`config.mk`:
```
export PLATFORM = sky130hd
export DESIGN_NAME = biquad_iir_filter_top
export DESIGN_NICKNAME = d
export VERILOG_FILES = /design/src/bqf_pkg.sv /design/src/biquad_iir_filter_top.sv /design/src/bqf_sequencer.sv /design/src/bqf_datapath.sv
export SDC_FILE = /design/constraint.sdc
export NUM_CORES = 2
export LEC_CHECK = 0
export BUFFER_PORTS_ARGS = -buffer_cell sky130_fd_sc_hd__buf_2
export CORE_ASPECT_RATIO = 1.5
export CORE_MARGIN = 2
export CORE_UTILIZATION = 59
export DETAILED_ROUTE_END_ITERATION = 16
export PLACE_DENSITY = 0.79
export SETUP_SLACK_MARGIN = 0.1
export SYNTH_ARGS = -nofsm -noshare
export SYNTH_HDL_FRONTEND = slang
export SYNTH_SLANG_ARGS = --single-unit
export TNS_END_PERCENT = 30
```
`constraint.sdc`:
```
create_clock -name clk -period 8.9 [get_ports clk]
set_input_delay 1.78 -clock clk [delete_from_list [all_inputs] [get_ports clk]]
set_output_delay 1.78 -clock clk [all_outputs]
set_load 0.02 [all_outputs]
```
`src/bqf_pkg.sv`:
```
`timescale 1ns / 1ps
`default_nettype none

package bqf_pkg;

	// Default widths of the sample and coefficient words.
	localparam int SAMPLE_W_DEF = 16;
	localparam int COEF_W_DEF   = 24;

	// Output gain is unsigned Q4.12.
	localparam int GAIN_W    = 16;
	localparam int GAIN_BITS = 12;
	localparam logic [GAIN_W-1:0] GAIN_ONE = GAIN_W'(1) << GAIN_BITS;

	// Configuration register indexes.
	localparam int REG_IDX_W = 3;
	typedef enum logic [REG_IDX_W-1:0] {
		REG_B0   = 3'd0,
		REG_B1   = 3'd1,
		REG_B2   = 3'd2,
		REG_C1   = 3'd3,
		REG_C2   = 3'd4,
		REG_GAIN = 3'd5
	} reg_idx_t;

	// Microprogram steps of a sample, one per cycle unless a step waits on its condition.
	localparam int STEP_W = 4;
	typedef enum logic [STEP_W-1:0] {
		ST_ACCEPT = 4'd0,
		ST_MUL_B0 = 4'd1,
		ST_MUL_B1 = 4'd2,
		ST_MUL_B2 = 4'd3,
		ST_MUL_C1 = 4'd4,
		ST_MUL_C2 = 4'd5,
		ST_ACC_LAST = 4'd6,
		ST_ROUND_Y = 4'd7,
		ST_MUL_GAIN = 4'd8,
		ST_OUTPUT = 4'd9
	} step_t;

	// Multiplier operand A: the sample words.
	typedef enum logic [2:0] {
		A_X,
		A_X1,
		A_X2,
		A_Y1,
		A_Y2,
		A_Y
	} a_sel_t;

	// Multiplier operand B: the coefficient words.
	typedef enum logic [2:0] {
		B_B0,
		B_B1,
		B_B2,
		B_C1,
		B_C2,
		B_GAIN
	} b_sel_t;

	// Accumulator operation.
	typedef enum logic [1:0] {
		ACC_HOLD,
		ACC_LOAD,
		ACC_ADD
	} acc_op_t;

	// Condition a step waits on before it takes effect.
	typedef enum logic [1:0] {
		W_NONE,
		W_IN,
		W_OUT
	} wait_t;

	// One control word of the microprogram.
	typedef struct packed {
		a_sel_t  a_sel;
		b_sel_t  b_sel;
		logic    mul_en;
		acc_op_t acc_op;
		logic    take_in;
		logic    y_en;
		logic    out_en;
		wait_t   wait_on;
		logic    jump;
		step_t   target;
	} ctrl_t;

	// Status returned from the datapath to the sequencer.
	typedef struct packed {
		logic in_valid;
		logic out_busy;
	} stat_t;

	// Microprogram ROM.
	function automatic ctrl_t ucode(input step_t s);
		ctrl_t cw;
		cw = '{a_sel: A_X, b_sel: B_B0, mul_en: 1'b0, acc_op: ACC_HOLD,
			take_in: 1'b0, y_en: 1'b0, out_en: 1'b0, wait_on: W_NONE,
			jump: 1'b0, target: ST_ACCEPT};
		unique case (s)
			ST_ACCEPT: begin
				cw.take_in = 1'b1;
				cw.wait_on = W_IN;
			end
			ST_MUL_B0: begin
				cw.a_sel  = A_X;
				cw.b_sel  = B_B0;
				cw.mul_en = 1'b1;
			end
			ST_MUL_B1: begin
				cw.a_sel  = A_X1;
				cw.b_sel  = B_B1;
				cw.mul_en = 1'b1;
				cw.acc_op = ACC_LOAD;
			end
			ST_MUL_B2: begin
				cw.a_sel  = A_X2;
				cw.b_sel  = B_B2;
				cw.mul_en = 1'b1;
				cw.acc_op = ACC_ADD;
			end
			ST_MUL_C1: begin
				cw.a_sel  = A_Y1;
				cw.b_sel  = B_C1;
				cw.mul_en = 1'b1;
				cw.acc_op = ACC_ADD;
			end
			ST_MUL_C2: begin
				cw.a_sel  = A_Y2;
				cw.b_sel  = B_C2;
				cw.mul_en = 1'b1;
				cw.acc_op = ACC_ADD;
			end
			ST_ACC_LAST: begin
				cw.acc_op = ACC_ADD;
			end
			ST_ROUND_Y: begin
				cw.y_en = 1'b1;
			end
			ST_MUL_GAIN: begin
				cw.a_sel  = A_Y;
				cw.b_sel  = B_GAIN;
				cw.mul_en = 1'b1;
			end
			ST_OUTPUT: begin
				cw.out_en  = 1'b1;
				cw.wait_on = W_OUT;
				cw.jump    = 1'b1;
				cw.target  = ST_ACCEPT;
			end
			default: begin
				cw.jump   = 1'b1;
				cw.target = ST_ACCEPT;
			end
		endcase
		return cw;
	endfunction

endpackage

`default_nettype wire

```
`src/biquad_iir_filter_top.sv`:
```
`timescale 1ns / 1ps
`default_nettype none

// Direct form I biquad filter, one signed sample in and one out.
// Input channel: sample_in with in_valid; the block raises in_stall while a
// sample is being worked on. Output channel: sample_out and clipped with
// out_valid; the receiver holds out_stall high to keep the result waiting.
// Coefficients are written through cfg_valid, cfg_index and cfg_data;
// cfg_ready is always high. Write them only while no sample is in flight.
// One shared multiplier takes the five filter products and the gain
// product in turn, stepped by a ten-entry microprogram; a new sample is
// taken only once the program has brought the last one to its output step.
// A result waits in the output register; the next sample is taken and
// worked on meanwhile, and the program only holds at its last step if that
// register is still full. Reset clears the history to zero, sets b0 and the
// gain to unity and the other coefficients to zero, and empties the output.

module biquad_iir_filter_top import bqf_pkg::*; #(
	parameter int SAMPLE_WIDTH = SAMPLE_W_DEF,
	parameter int COEF_WIDTH   = COEF_W_DEF,
	localparam int CFG_W       = (COEF_WIDTH > GAIN_W) ? COEF_WIDTH : GAIN_W
) (
	input  wire logic                           clk,
	input  wire logic                           arst_n,
	input  wire logic                           in_valid,
	output logic                                in_stall,
	input  wire logic signed [SAMPLE_WIDTH-1:0] sample_in,
	output logic                                out_valid,
	input  wire logic                           out_stall,
	output logic signed [SAMPLE_WIDTH-1:0]      sample_out,
	output logic                                clipped,
	input  wire logic                           cfg_valid,
	output logic                                cfg_ready,
	input  wire logic [REG_IDX_W-1:0]           cfg_index,
	input  wire logic [CFG_W-1:0]               cfg_data
);

	ctrl_t cw;
	logic  fire;
	stat_t stat;

	// Microprogram control.
	bqf_sequencer u_seq (
		.clk    (clk),
		.arst_n (arst_n),
		.stat   (stat),
		.cw     (cw),
		.fire   (fire)
	);

	// Registers, multiplier, accumulator and output stage.
	bqf_datapath #(
		.SAMPLE_WIDTH (SAMPLE_WIDTH),
		.COEF_WIDTH   (COEF_WIDTH),
		.CFG_W        (CFG_W)
	) u_dp (
		.clk        (clk),
		.arst_n     (arst_n),
		.cw         (cw),
		.fire       (fire),
		.in_valid   (in_valid),
		.sample_in  (sample_in),
		.cfg_valid  (cfg_valid),
		.cfg_index  (cfg_index),
		.cfg_data   (cfg_data),
		.out_stall  (out_stall),
		.stat       (stat),
		.out_valid  (out_valid),
		.sample_out (sample_out),
		.clipped    (clipped)
	);

	// Samples are taken only at the accept step of the program.
	assign in_stall  = (cw.wait_on != W_IN);
	assign cfg_ready = 1'b1;

endmodule

`default_nettype wire

```
`src/bqf_sequencer.sv`:
```
`timescale 1ns / 1ps
`default_nettype none

module bqf_sequencer import bqf_pkg::*; (
	input  wire logic  clk,
	input  wire logic  arst_n,
	input  wire stat_t stat,
	output ctrl_t      cw,
	output logic       fire
);

	step_t step_q;
	step_t step_d;

	// Control word of the current step.
	assign cw = ucode(step_q);

	// A waiting step takes effect only once its condition holds.
	always_comb begin
		unique case (cw.wait_on)
			W_IN:    fire = stat.in_valid;
			W_OUT:   fire = ~stat.out_busy;
			default: fire = 1'b1;
		endcase
	end

	// Next step: hold while waiting, else jump or fall through.
	always_comb begin
		if (!fire) begin
			step_d = step_q;
		end else if (cw.jump) begin
			step_d = cw.target;
		end else begin
			step_d = step_t'(step_q + 1'b1);
		end
	end

	// Step counter.
	always_ff @(posedge clk or negedge arst_n) begin
		if (!arst_n) begin
			step_q <= ST_ACCEPT;
		end else begin
			step_q <= step_d;
		end
	end

endmodule

`default_nettype wire

```
`src/bqf_datapath.sv`:
```
`timescale 1ns / 1ps
`default_nettype none

module bqf_datapath import bqf_pkg::*; #(
	parameter int SAMPLE_WIDTH = SAMPLE_W_DEF,
	parameter int COEF_WIDTH   = COEF_W_DEF,
	parameter int CFG_W        = (COEF_WIDTH > GAIN_W) ? COEF_WIDTH : GAIN_W
) (
	input  wire logic                           clk,
	input  wire logic                           arst_n,
	input  wire ctrl_t                          cw,
	input  wire logic                           fire,
	input  wire logic                           in_valid,
	input  wire logic signed [SAMPLE_WIDTH-1:0] sample_in,
	input  wire logic                           cfg_valid,
	input  wire logic [REG_IDX_W-1:0]           cfg_index,
	input  wire logic [CFG_W-1:0]               cfg_data,
	input  wire logic                           out_stall,
	output stat_t                               stat,
	output logic                                out_valid,
	output logic signed [SAMPLE_WIDTH-1:0]      sample_out,
	output logic                                clipped
);

	localparam int SW    = SAMPLE_WIDTH;
	localparam int CW    = COEF_WIDTH;
	localparam int FRAC  = CW - 4;
	localparam int BW    = CFG_W + 1;
	localparam int PW    = SW + BW;
	localparam int ACC_W = (SW + CW + 3 > 64) ? 64 : SW + CW + 3;

	localparam logic [CW-1:0]    B0_ONE    = {3'b000, 1'b1, {FRAC{1'b0}}};
	localparam logic [FRAC-1:0]  ACC_HALF  = {1'b1, {(FRAC-1){1'b0}}};
	localparam logic [GAIN_BITS-1:0] GAIN_HALF = {1'b1, {(GAIN_BITS-1){1'b0}}};
	localparam logic [SW-1:0]    S_MAX     = {1'b0, {(SW-1){1'b1}}};
	localparam logic [SW-1:0]    S_MIN     = {1'b1, {(SW-1){1'b0}}};

	// Coefficient registers.
	logic signed [CW-1:0]     b0_q, b1_q, b2_q, c1_q, c2_q;
	logic        [GAIN_W-1:0] gain_q;

	// Sample history and working registers.
	logic signed [SW-1:0]    x_q, x1_q, x2_q, y1_q, y2_q, y_q;
	logic signed [PW-1:0]    prod_q;
	logic signed [ACC_W-1:0] acc_q;
	logic                    clip_q;
	logic                    out_valid_q;
	logic signed [SW-1:0]    sample_out_q;
	logic                    clipped_q;

	logic signed [SW-1:0]    a_op;
	logic signed [BW-1:0]    b_op;
	logic signed [PW-1:0]    prod_w;
	logic signed [ACC_W-1:0] prod_ext;
	logic signed [ACC_W-1:0] acc_rnd;
	logic signed [ACC_W-1:0] acc_sh;
	logic                    y_ovf;
	logic signed [SW-1:0]    y_sat;
	logic signed [PW-1:0]    g_rnd;
	logic signed [PW-1:0]    g_sh;
	logic                    g_ovf;
	logic signed [SW-1:0]    g_sat;
	logic                    out_busy;

	// Configuration writes; indexes past the list are ignored.
	always_ff @(posedge clk or negedge arst_n) begin
		if (!arst_n) begin
			b0_q   <= B0_ONE;
			b1_q   <= '0;
			b2_q   <= '0;
			c1_q   <= '0;
			c2_q   <= '0;
			gain_q <= GAIN_ONE;
		end else if (cfg_valid) begin
			unique case (reg_idx_t'(cfg_index))
				REG_B0:   b0_q   <= cfg_data[CW-1:0];
				REG_B1:   b1_q   <= cfg_data[CW-1:0];
				REG_B2:   b2_q   <= cfg_data[CW-1:0];
				REG_C1:   c1_q   <= cfg_data[CW-1:0];
				REG_C2:   c2_q   <= cfg_data[CW-1:0];
				REG_GAIN: gain_q <= cfg_data[GAIN_W-1:0];
				default: begin
				end
			endcase
		end
	end

	// Operand A selection.
	always_comb begin
		unique case (cw.a_sel)
			A_X:     a_op = x_q;
			A_X1:    a_op = x1_q;
			A_X2:    a_op = x2_q;
			A_Y1:    a_op = y1_q;
			A_Y2:    a_op = y2_q;
			A_Y:     a_op = y_q;
			default: a_op = '0;
		endcase
	end

	// Operand B selection; the gain is unsigned and zero-extended.
	always_comb begin
		unique case (cw.b_sel)
			B_B0:    b_op = BW'(b0_q);
			B_B1:    b_op = BW'(b1_q);
			B_B2:    b_op = BW'(b2_q);
			B_C1:    b_op = BW'(c1_q);
			B_C2:    b_op = BW'(c2_q);
			B_GAIN:  b_op = signed'({{(BW-GAIN_W){1'b0}}, gain_q});
			default: b_op = '0;
		endcase
	end

	// The shared multiplier.
	assign prod_w   = a_op * b_op;
	assign prod_ext = ACC_W'(prod_q);

	// Round the sum half up, drop the fraction, saturate to a sample.
	assign acc_rnd = acc_q + ACC_W'(ACC_HALF);
	assign acc_sh  = acc_rnd >>> FRAC;
	assign y_ovf   = !((&acc_sh[ACC_W-1:SW-1]) || (~|acc_sh[ACC_W-1:SW-1]));
	assign y_sat   = y_ovf ? (acc_sh[ACC_W-1] ? S_MIN : S_MAX) : acc_sh[SW-1:0];

	// Same for the gain product, which has GAIN_BITS fraction bits.
	assign g_rnd = prod_q + PW'(GAIN_HALF);
	assign g_sh  = g_rnd >>> GAIN_BITS;
	assign g_ovf = !((&g_sh[PW-1:SW-1]) || (~|g_sh[PW-1:SW-1]));
	assign g_sat = g_ovf ? (g_sh[PW-1] ? S_MIN : S_MAX) : g_sh[SW-1:0];

	// Working registers that need no reset.
	always_ff @(posedge clk) begin
		if (fire && cw.take_in) begin
			x_q <= sample_in;
		end
		if (fire && cw.mul_en) begin
			prod_q <= prod_w;
		end
		if (fire) begin
			case (cw.acc_op)
				ACC_LOAD: acc_q <= prod_ext;
				ACC_ADD:  acc_q <= acc_q + prod_ext;
				default: begin
				end
			endcase
		end
		if (fire && cw.y_en) begin
			y_q    <= y_sat;
			clip_q <= y_ovf;
		end
		if (fire && cw.out_en) begin
			sample_out_q <= g_sat;
			clipped_q    <= clip_q | g_ovf;
		end
	end

	// Filter history, cleared at reset.
	always_ff @(posedge clk or negedge arst_n) begin
		if (!arst_n) begin
			x1_q <= '0;
			x2_q <= '0;
			y1_q <= '0;
			y2_q <= '0;
		end else if (fire && cw.y_en) begin
			x2_q <= x1_q;
			x1_q <= x_q;
			y2_q <= y1_q;
			y1_q <= y_sat;
		end
	end

	// Output register: full until the transaction completes.
	always_ff @(posedge clk or negedge arst_n) begin
		if (!arst_n) begin
			out_valid_q <= 1'b0;
		end else if (fire && cw.out_en) begin
			out_valid_q <= 1'b1;
		end else if (!out_stall) begin
			out_valid_q <= 1'b0;
		end
	end

	assign out_busy      = out_valid_q & out_stall;
	assign stat.in_valid = in_valid;
	assign stat.out_busy = out_busy;
	assign out_valid     = out_valid_q;
	assign sample_out    = sample_out_q;
	assign clipped       = clipped_q;

endmodule

`default_nettype wire

```
==> out/results.txt <==
Ys Warns = 0
commonest non-fill, non-tap cell in the layout = inv_1
die height = 284 um
Seq/Total Area, Yosys = 29.7%
met1 wire length = 30700 um
crit path kind = flip-flop to flip-flop
WP data required = 9.19 ns
placeable core area = 51700 um^2
share of cells above drive strength 1 = 16.2%
register bit total from synthesis = 339
worst r2r dst = u_dp.prod_q[40]$_DFFE_PP_
largest net degree at the start of global routing = 119
row cnt = 102
Max Clk Rate = 0.116 GHz
GRT Overall Usage = 32.7%
Synth cell types = 78
total wire length = 85900 um
hold_sp = u_dp.x2_q[10]$_DFFE_PN0P_
Hold WS = 0.484 ns
Mapped Cells = 3055
Crit Path Max Fanout = 10
Mapped Area = 30800 um^2
reg2reg start = u_seq.step_q[1]$_DFFE_PN0N_
Final Hold Violating Endpoints = 0
chip width = 191 um
GPL Wtd Cong = 0.974
slew at the pin closest to its max-slew limit = 1.19 ns
setup TNS = 0 ns
CTS Hold Bufs = 0
Synth Flop Type = dfrtp_1
Detail Route Antenna Nets = 0
CTS tree = built
drt pass-1 iters = 9
hold path depth = 2
final instance area = 34400 um^2
Die Area = 54100 um^2
first-pass GRT wire length = 137000 um
total clock sinks = 339
Clock Pin Slew Worst Setup and Hold Paths = 0.06 ns
Slowest-stage cell, CP = nor4bb_4
area of the multi-input gates = 19700 um^2
fin crit share = 96.6%
Clock Path Buffers = 3
maxcap violations = 0
Boundary Pins = 68
Num CTS Buffers = 37
Post-synth EDFFs = 134
DP Area = 32700 um^2
Avg Inst Size Synth = 10.1 um^2
clk_lat worst skew = 0.58 ns
r2r setup slk = 0.31 ns
Critical Path Start Type = flip-flop
Syn Nets = 3633
port bufs = 66
vias = 23400
Critical Path End Type = flip-flop
met2 wire length = 43600 um
fin nets = 3768
Endpoint, Worst Hold = u_dp.x2_q[10]$_DFFE_PN0P_
H-tree Lvls = 2
crit path DAT = 8.88 ns
fin crit period = 8.59 ns
CP delay by family, top = adder cells
CP peak stage delay = 0.56 ns
final setup vio count = 0
RSZ-0062 raised after global routing = true
Reg area = 9160 um^2
Iter 0 DRT Violations = 1915
outcome = finished, final reports clean
Async SR Flop Fraction = 60.5%
fin. max-slew vios = 0
relative slew slack = 20.4%
vias in the first global route = 25200
most frequent cells in the layout = inv_1, nand2_1, fa_1, nor2_1, dfrtp_1
Area growth syn-to-layout = 11.4%
Inserted Diodes = 0
CP bufs+invs = 7
DR vias/cell = 6.01
Top Metal Used = met4
hold crit path type = flip-flop to flip-flop
initial antenna violation count = 2
metal3 WL = 5240 um
GR Overflow Total = 0
FILL cells = 3969
Residual DRC = 0
Reg2Reg Depth = 31
dpl hpwl = 67000 um
Layout Skew = 0.0350 ns
Routed WL per cell = 22.1 um
clock root buffer = clkbuf_16
Starting Density = 59.6%
## routing by layer
metal | global-route usage [%] | vias to the layer above
met5 | 0 | -
met4 | 20.3 | 0
met3 | 4.20 | 319
met2 | 57.1 | 1034
met1 | 38.0 | 11700
li1 | - | 10300
## Yosys cell counts, types with 16 or more instances
| cell | n | area (um^2) |
|---|---|---|
| fa_1 | 381 | 7630 |
| xnor2_1 | 72 | 631 |
| and3_1 | 19 | 119 |
| clkbuf_1 | 103 | 387 |
| a222oi_1 | 33 | 330 |
| mux2_2 | 188 | 2120 |
| mux2i_1 | 16 | 160 |
| inv_1 | 479 | 1800 |
| nor2_1 | 266 | 998 |
| a21o_1 | 51 | 383 |
| xor2_1 | 37 | 324 |
| nand2_1 | 438 | 1640 |
| nand3_1 | 37 | 185 |
| a221o_1 | 29 | 290 |
| nand2b_1 | 21 | 131 |
| dfrtp_1 | 203 | 5080 |
| o21ai_0 | 54 | 270 |
| edfxtp_1 | 134 | 4020 |
| a221oi_1 | 42 | 368 |
| ha_1 | 149 | 1860 |
| a21oi_1 | 86 | 430 |
## worst reg2reg max path, delay by kind of cell (launching register included)
kind | cells | cell delay (ns)
AND/OR/NAND/NOR | 5 | 1.20
XOR/XNOR | 1 | 0.16
AO/OA/AOI/OAI | 10 | 2.00
buffers and inverters | 7 | 0.70
adder cells (fa/ha/maj) | 8 | 3.81
flip-flops | 1 | 0.42
## per-stage QoR
| step | cells | utilization [%] | setup WS, ns |
|---|---|---|---|
| final | 3894 | 66.5 | 0.306 |
| after global routing | 3894 | 66.5 | 0.0581 |
| after CTS | 3873 | 66.0 | 0.102 |
| after detailed placement | 3800 | 63.2 | -0.316 |
| after global placement | 3800 | 63.2 | -0.0946 |
| after floorplan | 3055 | - | 0.483 |
## worst max path at each step
stage                           endpoint                        start  slack, ns  cells after the start
2_1_floorplan  u_dp.prod_q[38]$_DFFE_PP_  u_seq.step_q[0]$_DFFE_PN0N_       0.48                     33
3_3_place_gp   u_dp.prod_q[38]$_DFFE_PP_  u_seq.step_q[0]$_DFFE_PN0N_      -0.09                     31
3_5_place_dp   u_dp.prod_q[40]$_DFFE_PP_  u_seq.step_q[0]$_DFFE_PN0N_      -0.32                     31
4_1_cts        u_dp.prod_q[40]$_DFFE_PP_  u_seq.step_q[1]$_DFFE_PN0N_       0.10                     31
5_1_grt        u_dp.prod_q[40]$_DFFE_PP_  u_seq.step_q[0]$_DFFE_PN0N_       0.06                     33
6_report       u_dp.prod_q[40]$_DFFE_PP_  u_seq.step_q[1]$_DFFE_PN0N_       0.31                     31
## final cells by class
cell class	count	share of cell area [%]
clock buffers	53	3.22
clock inverters	14	0.524
repair buffers	209	4.53
flip-flops and latches	339	26.6
multi-input cells	2123	57.4
well taps	676	2.46
inverters	480	5.25
## flip-flops by register name (all words and copies together), names as in the netlist, 24 cells and up
signal and flops:
u_dp.b0_q 24, u_dp.b2_q 24, u_dp.c1_q 24, u_dp.c2_q 24, u_dp.acc_q 43, u_dp.b1_q 24
u_dp.prod_q 41
## timing repair
action | in CTS | in global routing
gates resized for setup | 9 | 19
cloned | 1 | 0
setup buffers | 5 | 21
setup endpoints to repair | 8 | 9
endpoints found under the hold margin | 0 | 0
pin swaps | 2 | 8
## cells by family after synthesis
| family | count (synthesis) | share of synthesized area, % |
|---|---|---|
| simple gates | 881 | 12.3 |
| buf+inv | 594 | 7.32 |
| fa+ha+maj | 530 | 30.8 |
| compound gates | 396 | 9.33 |
| flops | 339 | 29.7 |
| mux | 204 | 7.39 |
| xor+xnor | 110 | 3.19 |
| other cells | 1 | 0.0122 |
Power is not shown: default switching activity piles up to over one toggle a cycle in this logic, so the estimate is an artifact.
